--- src/rtl/core/coap_pkg.sv ---
package coap_pkg;

    typedef enum logic [2:0] {
        PH_HEADER  = 3'd0,
        PH_TOKEN   = 3'd1,
        PH_OPTHDR  = 3'd2,
        PH_DEXT    = 3'd3,
        PH_LEXT    = 3'd4,
        PH_VALUE   = 3'd5,
        PH_PAYLOAD = 3'd6,
        PH_IGNORE  = 3'd7
    } t_phase;

    localparam logic [2:0] CLS_HEADER  = 3'd0;
    localparam logic [2:0] CLS_TOKEN   = 3'd1;
    localparam logic [2:0] CLS_OPTHDR  = 3'd2;
    localparam logic [2:0] CLS_EXT     = 3'd3;
    localparam logic [2:0] CLS_VALUE   = 3'd4;
    localparam logic [2:0] CLS_MARKER  = 3'd5;
    localparam logic [2:0] CLS_PAYLOAD = 3'd6;
    localparam logic [2:0] CLS_IGNORE  = 3'd7;

    localparam int ERR_FORMAT  = 0;
    localparam int ERR_VERSION = 1;
    localparam int ERR_TOKEN   = 2;
    localparam int ERR_MARKER  = 3;
    localparam int ERR_TRUNC   = 4;

    localparam logic [7:0]  MARKER_BYTE = 8'hff;
    localparam logic [3:0]  NIB_EXT8    = 4'd13;
    localparam logic [3:0]  NIB_EXT16   = 4'd14;
    localparam logic [3:0]  NIB_RSVD    = 4'd15;
    localparam logic [16:0] EXT8_OFS    = 17'd13;
    localparam logic [16:0] EXT16_OFS   = 17'd269;
    localparam logic [1:0]  COAP_VER    = 2'd1;

    typedef struct packed {
        logic [7:0] data_byte;
        logic       last;
    } t_coap_in;

    typedef struct packed {
        logic [2:0]  byte_class;
        logic [7:0]  byte_out;
        logic [1:0]  version;
        logic [1:0]  msg_type;
        logic [3:0]  token_len;
        logic [7:0]  code;
        logic [15:0] msg_id;
        logic [15:0] option_number;
        logic [16:0] option_length;
        logic        end_of_message;
        logic [4:0]  errors;
    } t_coap_out;

endpackage

--- src/rtl/core/coap_message_parser.sv ---
// CoAP message parser.
// Input channel: one message byte per word (data_byte) with last set on the
// final byte of a message. Output channel: one result word per input byte
// carrying the byte class, the byte itself, the header fields seen so far,
// the current absolute option number and value length, end_of_message and
// the accumulated error flags of the message.
// Latency: a result is presented the cycle after its byte is accepted.
// Throughput: one byte per clock unless stalled; all parsing state is updated
// by a single pass of logic between the accepted byte and the output register.
// After a byte with last set, all parsing state returns to the header phase
// so the next byte starts a new message.
// Reset (synchronous, active low) clears the parsing state and empties the
// output register.
// When the receiver stalls, the output register holds its word and o_in_ready
// drops, so no further byte is taken until the held word is accepted.
module coap_message_parser #(
    parameter int MAX_TOKEN = 8
) (
    input  logic                i_clk,
    input  logic                i_rst_n,
    input  logic                i_in_valid,
    output logic                o_in_ready,
    input  coap_pkg::t_coap_in  i_in_data,
    output logic                o_out_valid,
    input  logic                i_out_ready,
    output coap_pkg::t_coap_out o_out_data
);
    import coap_pkg::*;

    logic        w_in_fire;
    logic [7:0]  w_b;
    logic        w_last;
    logic [2:0]  w_class;
    logic        w_hdr_end;
    logic [3:0]  w_lc_eff;
    logic [3:0]  w_ext_code;
    logic [15:0] w_acc_shift;
    logic [16:0] w_ext_val;
    logic [16:0] w_delta;
    logic [17:0] w_sum;

    t_phase      r_phase, n_phase;
    logic [1:0]  r_hdr_cnt, n_hdr_cnt;
    logic [3:0]  r_token_left, n_token_left;
    logic [1:0]  r_ext_left, n_ext_left;
    logic [3:0]  r_delta_code, n_delta_code;
    logic [3:0]  r_length_code, n_length_code;
    logic [15:0] r_ext_acc, n_ext_acc;
    logic [15:0] r_opt_num, n_opt_num;
    logic [16:0] r_value_left, n_value_left;
    logic [31:0] r_hdr, n_hdr;
    logic [4:0]  r_err, n_err;
    logic [16:0] r_cur_len, n_cur_len;

    logic        r_out_valid;
    t_coap_out   r_out;

    assign o_in_ready  = !r_out_valid || i_out_ready;
    assign w_in_fire   = i_in_valid && o_in_ready;
    assign w_b         = i_in_data.data_byte;
    assign w_last      = i_in_data.last;
    assign o_out_valid = r_out_valid;
    assign o_out_data  = r_out;

    // Shared extension path for delta and length extensions
    assign w_ext_code  = (r_phase == PH_DEXT) ? r_delta_code : r_length_code;
    assign w_acc_shift = {r_ext_acc[7:0], w_b};
    assign w_ext_val   = (w_ext_code == NIB_EXT8) ? ({9'd0, w_b} + EXT8_OFS)
                                                  : ({1'b0, w_acc_shift} + EXT16_OFS);
    assign w_lc_eff    = (r_phase == PH_OPTHDR) ? w_b[3:0] : r_length_code;
    assign w_delta     = (r_phase == PH_OPTHDR) ? {13'd0, w_b[7:4]} : w_ext_val;
    assign w_sum       = {2'b00, r_opt_num} + {1'b0, w_delta};

    // Next state
    always_comb begin
        logic do_add;
        logic do_len;
        logic [16:0] len_val;
        logic [3:0] tl_dec;
        logic [1:0] el_dec;
        logic [16:0] vl_dec;

        n_phase       = r_phase;
        n_hdr_cnt     = r_hdr_cnt;
        n_token_left  = r_token_left;
        n_ext_left    = r_ext_left;
        n_delta_code  = r_delta_code;
        n_length_code = r_length_code;
        n_ext_acc     = r_ext_acc;
        n_opt_num     = r_opt_num;
        n_value_left  = r_value_left;
        n_hdr         = r_hdr;
        n_err         = r_err;
        n_cur_len     = r_cur_len;
        w_hdr_end     = 1'b0;
        do_add        = 1'b0;
        do_len        = 1'b0;
        len_val       = 17'd0;
        tl_dec        = (r_token_left != 4'd0) ? r_token_left - 4'd1 : r_token_left;
        el_dec        = (r_ext_left != 2'd0) ? r_ext_left - 2'd1 : r_ext_left;
        vl_dec        = (r_value_left != 17'd0) ? r_value_left - 17'd1 : r_value_left;

        case (r_phase)
            PH_HEADER: begin
                case (r_hdr_cnt)
                    2'd0:    n_hdr[31:24] = r_hdr[31:24] | w_b;
                    2'd1:    n_hdr[23:16] = r_hdr[23:16] | w_b;
                    2'd2:    n_hdr[15:8]  = r_hdr[15:8]  | w_b;
                    default: n_hdr[7:0]   = r_hdr[7:0]   | w_b;
                endcase
                if (r_hdr_cnt == 2'd0) begin
                    if (w_b[7:6] != COAP_VER) n_err[ERR_VERSION] = 1'b1;
                    if (w_b[3:0] > 4'(MAX_TOKEN)) n_err[ERR_TOKEN] = 1'b1;
                end
                if (r_hdr_cnt == 2'd3) begin
                    w_hdr_end    = 1'b1;
                    n_token_left = r_hdr[27:24];
                    n_phase      = (r_hdr[27:24] != 4'd0) ? PH_TOKEN : PH_OPTHDR;
                    n_hdr_cnt    = 2'd0;
                end else begin
                    n_hdr_cnt = r_hdr_cnt + 2'd1;
                    if (w_last) n_err[ERR_FORMAT] = 1'b1;
                end
            end
            PH_TOKEN: begin
                n_token_left = tl_dec;
                if (tl_dec == 4'd0) n_phase = PH_OPTHDR;
            end
            PH_OPTHDR: begin
                if (w_b == MARKER_BYTE) begin
                    n_phase = PH_PAYLOAD;
                    if (w_last) n_err[ERR_MARKER] = 1'b1;
                end else begin
                    n_delta_code  = w_b[7:4];
                    n_length_code = w_b[3:0];
                    n_cur_len     = (w_b[3:0] < NIB_EXT8) ? {13'd0, w_b[3:0]} : 17'd0;
                    if (w_b[7:4] == NIB_RSVD || w_b[3:0] == NIB_RSVD) begin
                        n_err[ERR_MARKER] = 1'b1;
                        n_phase = PH_IGNORE;
                    end else if (w_b[7:4] >= NIB_EXT8) begin
                        n_phase    = PH_DEXT;
                        n_ext_left = (w_b[7:4] == NIB_EXT8) ? 2'd1 : 2'd2;
                        n_ext_acc  = 16'd0;
                    end else begin
                        do_add = 1'b1;
                    end
                end
            end
            PH_DEXT: begin
                n_ext_acc  = w_acc_shift;
                n_ext_left = el_dec;
                if (el_dec == 2'd0) do_add = 1'b1;
            end
            PH_LEXT: begin
                n_ext_acc  = w_acc_shift;
                n_ext_left = el_dec;
                if (el_dec == 2'd0) begin
                    do_len  = 1'b1;
                    len_val = w_ext_val;
                end
            end
            PH_VALUE: begin
                n_value_left = vl_dec;
                if (vl_dec == 17'd0) n_phase = PH_OPTHDR;
            end
            default: begin
            end
        endcase

        // Accumulate delta, saturate, then pick up the length
        if (do_add) begin
            if (w_sum > 18'd65535) begin
                n_opt_num = 16'hffff;
                n_err[ERR_FORMAT] = 1'b1;
            end else begin
                n_opt_num = w_sum[15:0];
            end
            if (w_lc_eff >= NIB_EXT8) begin
                n_phase    = PH_LEXT;
                n_ext_left = (w_lc_eff == NIB_EXT8) ? 2'd1 : 2'd2;
                n_ext_acc  = 16'd0;
            end else begin
                do_len  = 1'b1;
                len_val = {13'd0, w_lc_eff};
            end
        end
        if (do_len) begin
            n_cur_len    = len_val;
            n_value_left = len_val;
            n_phase      = (len_val != 17'd0) ? PH_VALUE : PH_OPTHDR;
        end

        if (w_last && (n_phase == PH_DEXT || n_phase == PH_LEXT || n_phase == PH_VALUE ||
                       (n_phase == PH_TOKEN && !w_hdr_end)))
            n_err[ERR_TRUNC] = 1'b1;
    end

    // Byte class
    always_comb begin
        case (r_phase)
            PH_HEADER:  w_class = CLS_HEADER;
            PH_TOKEN:   w_class = CLS_TOKEN;
            PH_OPTHDR:  w_class = (w_b == MARKER_BYTE) ? CLS_MARKER : CLS_OPTHDR;
            PH_DEXT:    w_class = CLS_EXT;
            PH_LEXT:    w_class = CLS_EXT;
            PH_VALUE:   w_class = CLS_VALUE;
            PH_PAYLOAD: w_class = CLS_PAYLOAD;
            default:    w_class = CLS_IGNORE;
        endcase
    end

    always_ff @(posedge i_clk) begin
        if (!i_rst_n) begin
            r_phase       <= PH_HEADER;
            r_hdr_cnt     <= '0;
            r_token_left  <= '0;
            r_ext_left    <= '0;
            r_delta_code  <= '0;
            r_length_code <= '0;
            r_ext_acc     <= '0;
            r_opt_num     <= '0;
            r_value_left  <= '0;
            r_hdr         <= '0;
            r_err         <= '0;
            r_cur_len     <= '0;
        end else if (w_in_fire) begin
            if (w_last) begin
                // message done: start over at the header
                r_phase       <= PH_HEADER;
                r_hdr_cnt     <= '0;
                r_token_left  <= '0;
                r_ext_left    <= '0;
                r_delta_code  <= '0;
                r_length_code <= '0;
                r_ext_acc     <= '0;
                r_opt_num     <= '0;
                r_value_left  <= '0;
                r_hdr         <= '0;
                r_err         <= '0;
                r_cur_len     <= '0;
            end else begin
                r_phase       <= n_phase;
                r_hdr_cnt     <= n_hdr_cnt;
                r_token_left  <= n_token_left;
                r_ext_left    <= n_ext_left;
                r_delta_code  <= n_delta_code;
                r_length_code <= n_length_code;
                r_ext_acc     <= n_ext_acc;
                r_opt_num     <= n_opt_num;
                r_value_left  <= n_value_left;
                r_hdr         <= n_hdr;
                r_err         <= n_err;
                r_cur_len     <= n_cur_len;
            end
        end
    end

    always_ff @(posedge i_clk) begin
        if (!i_rst_n) begin
            r_out_valid <= 1'b0;
        end else if (w_in_fire) begin
            r_out_valid <= 1'b1;
        end else if (i_out_ready) begin
            r_out_valid <= 1'b0;
        end
    end

    always_ff @(posedge i_clk) begin
        if (w_in_fire) begin
            r_out.byte_class     <= w_class;
            r_out.byte_out       <= w_b;
            r_out.version        <= n_hdr[31:30];
            r_out.msg_type       <= n_hdr[29:28];
            r_out.token_len      <= n_hdr[27:24];
            r_out.code           <= n_hdr[23:16];
            r_out.msg_id         <= n_hdr[15:0];
            r_out.option_number  <= n_opt_num;
            r_out.option_length  <= n_cur_len;
            r_out.end_of_message <= w_last;
            r_out.errors         <= n_err;
        end
    end

endmodule

--- config.mk ---
export PLATFORM = sky130hd
export DESIGN_NAME = coap_message_parser
export DESIGN_NICKNAME = d
export VERILOG_FILES = /design/src/rtl/core/coap_pkg.sv /design/src/rtl/core/coap_message_parser.sv
export SDC_FILE = /design/constraint.sdc
export NUM_CORES = 1
export LEC_CHECK = 0
export BUFFER_PORTS_ARGS = -buffer_cell sky130_fd_sc_hd__buf_2
export CORE_UTILIZATION = 35
export CTS_BUF_LIST = sky130_fd_sc_hd__clkbuf_2
export DETAILED_ROUTE_END_ITERATION = 10
export GPL_TIMING_DRIVEN = 0
export PLACE_DENSITY_LB_ADDON = 0.3
export SETUP_SLACK_MARGIN = 0.02
export SYNTH_ARGS = -nofsm -noshare
export SYNTH_HDL_FRONTEND = slang
export SYNTH_SLANG_ARGS = --single-unit
export TNS_END_PERCENT = 5
--- constraint.sdc ---
create_clock -name i_clk -period 8.6 [get_ports i_clk]
set_clock_uncertainty 0.05 [all_clocks]
set_input_delay 0.86 -clock i_clk [delete_from_list [all_inputs] [get_ports i_clk]]
set_output_delay 0.86 -clock i_clk [all_outputs]
set_load 0.02 [all_outputs]
==> results by group <==
Status
  • Run status: finished, final reports clean

Flow run
  • Number of maximum-capacitance violations: 0

Worst setup path
  • CP endpoint kind: register
  • Length in cells of the worst reg-to-reg path: 16
  • Startpoint class of the critical path: register
  • Startpoint-to-endpoint class of the critical path: register to register
  • Endpoint required time on the critical path: roughly 9.1 ns
  • Launch instance of the worst register-to-register path: r_phase[1]
  • Setup slack, reg-to-reg: ~3.8 ns
  • Cell at the slowest stage of the critical path: sky130_fd_sc_hd__nor3b_1
  • Reg-to-reg critical path endpoint: o_out_data[35]
  • CP delay by family, top: simple AND/OR/NAND/NOR gates
  • Worst EP arrival: 5.29 ns
  • Start point of the critical path: r_phase[1]
  • Slowest Stage Delay on Critical Path: between 0.7 and 0.8 ns
  • Most common cell type on the critical path: sky130_fd_sc_hd__nand2_1
  • Worst path buffer plus inverter count: 4
  • Critical-path maximum fanout: 10
  • CP cell instances: buf_2 -> nor3b_1 -> clkbuf_1 -> nand2_1 -> nand2_1 -> inv_1 -> fa_1 -> nor2b_1 -> o21a_1 -> o21ai_0 -> a211o_1 -> a21bo_2 -> or4_4 -> nand2_4 -> buf_8 -> a31oi_1

Power and ir drop
  • Leak Pwr: just under 5 nW
  • Sequential power share: between 50% and 60%
  • Combinational share of power: approximately an eighth
  • Power per unit of standard cell area: between 150 and 200 nW/µm²
  • Portion of total power attributed to the clock network: 29.7%
  • Peak supply drop: just over 0.07 mV
  • Fraction of power spent switching nets: between 20% and 30%
  • Net switching power: 535 µW
  • Internal power of the cells: roughly 1.3 mW

Placed design
  • Detailed placement HPWL: approximately 21000 µm
  • Number of input and output port buffers inserted: 96
  • Post-placement setup slack: around 3.5 ns
  • Gpl congestion: 0.943
  • Cell count after placement: roughly 1500

Min path
  • Worst Min Path Start: i_in_data[0]
  • Type of the worst min-delay path: input port to register
  • Hold Crit Endpoint: o_out_data[5]
  • Number of stages on the worst hold path: 1

CTS
  • CTS resizes: 0
  • Clock transition at path regs: around 0.33 ns
  • Clock sinks: roughly 200
  • Count of hold-fix buffers inserted at cts: 0
  • Worst-skew pair later-pin latency: between 0.8 and 0.9 ns
  • Buffer cell driving the clock tree root: sky130_fd_sc_hd__clkbuf_2
  • Setup Fix Bufs, Post-CTS: 0
  • Clock tree from TritonCTS: built
  • H-tree depth reported by CTS: 4
  • CTS buffer count: 17
  • Maximum count of clock buffers along a single path: 2

Synth
  • Sequential fraction of the synthesis area: roughly 47%
  • Cell count after synthesis: roughly 1000
  • Async set-reset flop share out of synthesis: 0%
  • Cell variety after synth: 78
  • Number of synthesized flops with an enable pin: 82
  • Average cell area after synthesis: roughly 9.6 µm²
  • Post-synthesis instance area: between 10000 and 15000 µm²
  • Mapped Nets: 1088
  • Yosys reg bits: roughly 200
  • Post-synth top flop: sky130_fd_sc_hd__dfxtp_1
  • Synthesis Warnings: 0

Global route
  • Global-route wire length before repair: 44600 µm
  • Total GRT Usage: between 20% and 30%
  • Via count of the first global-routing pass: slightly below 8000
  • Gr ovfl total: 0
  • Number of antenna violations at the first check in global routing: 1
  • Maximum number of pins on one net before global-route repair: 66

Route
  • Number of nets with antenna violations after routing: 0
  • DR WL/cell: roughly 19 µm
  • DRC marker count from the first detailed-route iteration: around 940
  • Number of design rule violations left after detail routing: 0
  • Average vias per placed instance: roughly 5.6
  • Overall via count from detail_route: 8732
  • 1st-pass router iterations: 5
  • Total detailed-routing wirelength: a little under 30000 µm

Timing
  • Fmax achieved: about 0.21 GHz
  • Setup-failing EPs final: 0
  • Count of pins over their slew limit: 0
  • Setup TNS Final: 0 ns
  • Worst rel slew slack: between 10% and 20%
  • Hold Worst Slack: approximately 0.14 ns
  • RSZ-0062 raised after global routing: no
  • Number of hold-slack violations in the final timing report: 0
  • Minimum clock period after layout: 4.79 ns
  • Tightest Pin Transition: about 1.3 ns
  • Tcrit/Tclk final: approximately 56%
  • Final setup margin: 3.81 ns

Layout
  • Top library cells by usage in the layout, fill and taps aside: sky130_fd_sc_hd__dfxtp_1, sky130_fd_sc_hd__buf_2, sky130_fd_sc_hd__nor2_1, sky130_fd_sc_hd__edfxtp_1
  • Count of placed standard cells in the final layout, fillers left out: approximately 1600
  • Commonest non-fill, non-tap cell in the layout: sky130_fd_sc_hd__dfxtp_1
  • Area added between synthesis and finish: 12.7%
  • Layout Nets: roughly 1200
  • Proportion of layout cells with a drive suffix above 1: 14.1%

Die
  • Die Y-Extent: about 170 µm
  • I/O pin count: slightly below 100
  • Starting density of the core: 35.9%
  • Floorplan core area: roughly 28000 µm²
  • Die width: 171 µm
  • Die area: 29400 µm²
  • Std cell rows: 61
==> registers in the layout, indices dropped and copies added (netlist names) <==
signal	count
o_out_data	82
o_out_valid	1
r_cur_len	17
r_delta_code	4
r_err	5
r_ext_acc	8
r_ext_left	2
r_hdr	32
r_hdr_cnt	2
r_length_code	4
r_opt_num	16
r_phase	3
r_token_left	4
r_value_left	17
==> metal layers <==
layer	global-route usage [%]	wire, µm	part of all wire [%]	vias up
met5	0	0	0	-
met4	7.26	639	2.2	0
met3	3.43	1990	6.8	44
met2	30.1	12700	44	356
met1	28.7	13800	47	4181
li1	-	-	-	4151
==> cell usage after synthesis (14+ instances only) <==
cell type	n	share of area, %
sky130_fd_sc_hd__a21o_1	42	3.1
sky130_fd_sc_hd__a21oi_1	49	2.4
sky130_fd_sc_hd__a22oi_1	43	3.2
sky130_fd_sc_hd__a31oi_1	46	2.9
sky130_fd_sc_hd__clkbuf_1	56	2.1
sky130_fd_sc_hd__dfxtp_1	115	23
sky130_fd_sc_hd__edfxtp_1	82	25
sky130_fd_sc_hd__ha_1	26	3.2
sky130_fd_sc_hd__inv_1	29	1.1
sky130_fd_sc_hd__nand2_1	58	2.2
sky130_fd_sc_hd__nand2b_1	14	0.87
sky130_fd_sc_hd__nand3_1	20	1.0
sky130_fd_sc_hd__nor2_1	86	3.2
sky130_fd_sc_hd__nor2b_1	49	3.1
sky130_fd_sc_hd__nor3_1	24	1.2
sky130_fd_sc_hd__o211a_1	35	3.5
sky130_fd_sc_hd__o21ai_0	58	2.9
sky130_fd_sc_hd__o22ai_1	14	0.87
sky130_fd_sc_hd__xnor2_1	14	1.2
==> how the worst max path moves through the flow <==
stage                          end  slack (ns)  cells after the start
global placement    o_out_data[32]        3.00                      5
finish              o_out_data[35]        3.81                     16
floorplan           o_out_data[25]        4.30                     17
CTS                 o_out_data[35]        3.84                     16
global route        o_out_data[36]        3.51                     16
detailed placement   o_out_data[0]        3.49                     15
==> area by class of cell <==
cell class / instances / area [µm²]
diodes: 1 / 2.50
plain buffers: 73 / 327
clock buffers: 17 / 85.1
clock inverters: 15 / 206
fillers: 2838 / 16700
inverters: 30 / 113
multi-input cells: 748 / 4840
flip-flops and latches: 197 / 4760
well taps: 378 / 473
repair buffers: 97 / 508
==> power by group through the flow <==
| stage | clock [mW] | sequential, mW | combinational (mW) |
|---|---|---|---|
| floorplan | 0 | 1.07 | 0.121 |
| global placement | 0 | 1.04 | 0.236 |
| detailed placement | 0 | 1.04 | 0.238 |
| CTS | 0.547 | 1.02 | 0.239 |
| global route | 0.582 | 1.03 | 0.261 |
| finish | 0.533 | 1.02 | 0.239 |
==> cells by family after synthesis <==
logic type	share of synthesized area, %
buffers and inverters	4.33
DFF	47.4
and+or+nand+nor	17.2
adders and majority gates	3.44
AOI/OAI and AO/OA	25.2
xor gates and xnor gates	2.09
muxes	0.311
==> through the flow <==
step	utilization (%)	power [mW]	area, µm²
after floorplan	-	1.19	10000
after global placement	39.3	1.28	11000
after detailed placement	39.4	1.28	11000
after CTS	40.4	1.81	11300
after global routing	40.4	1.87	11300
final	40.4	1.79	11300
(Power assumes the default switching activity.)
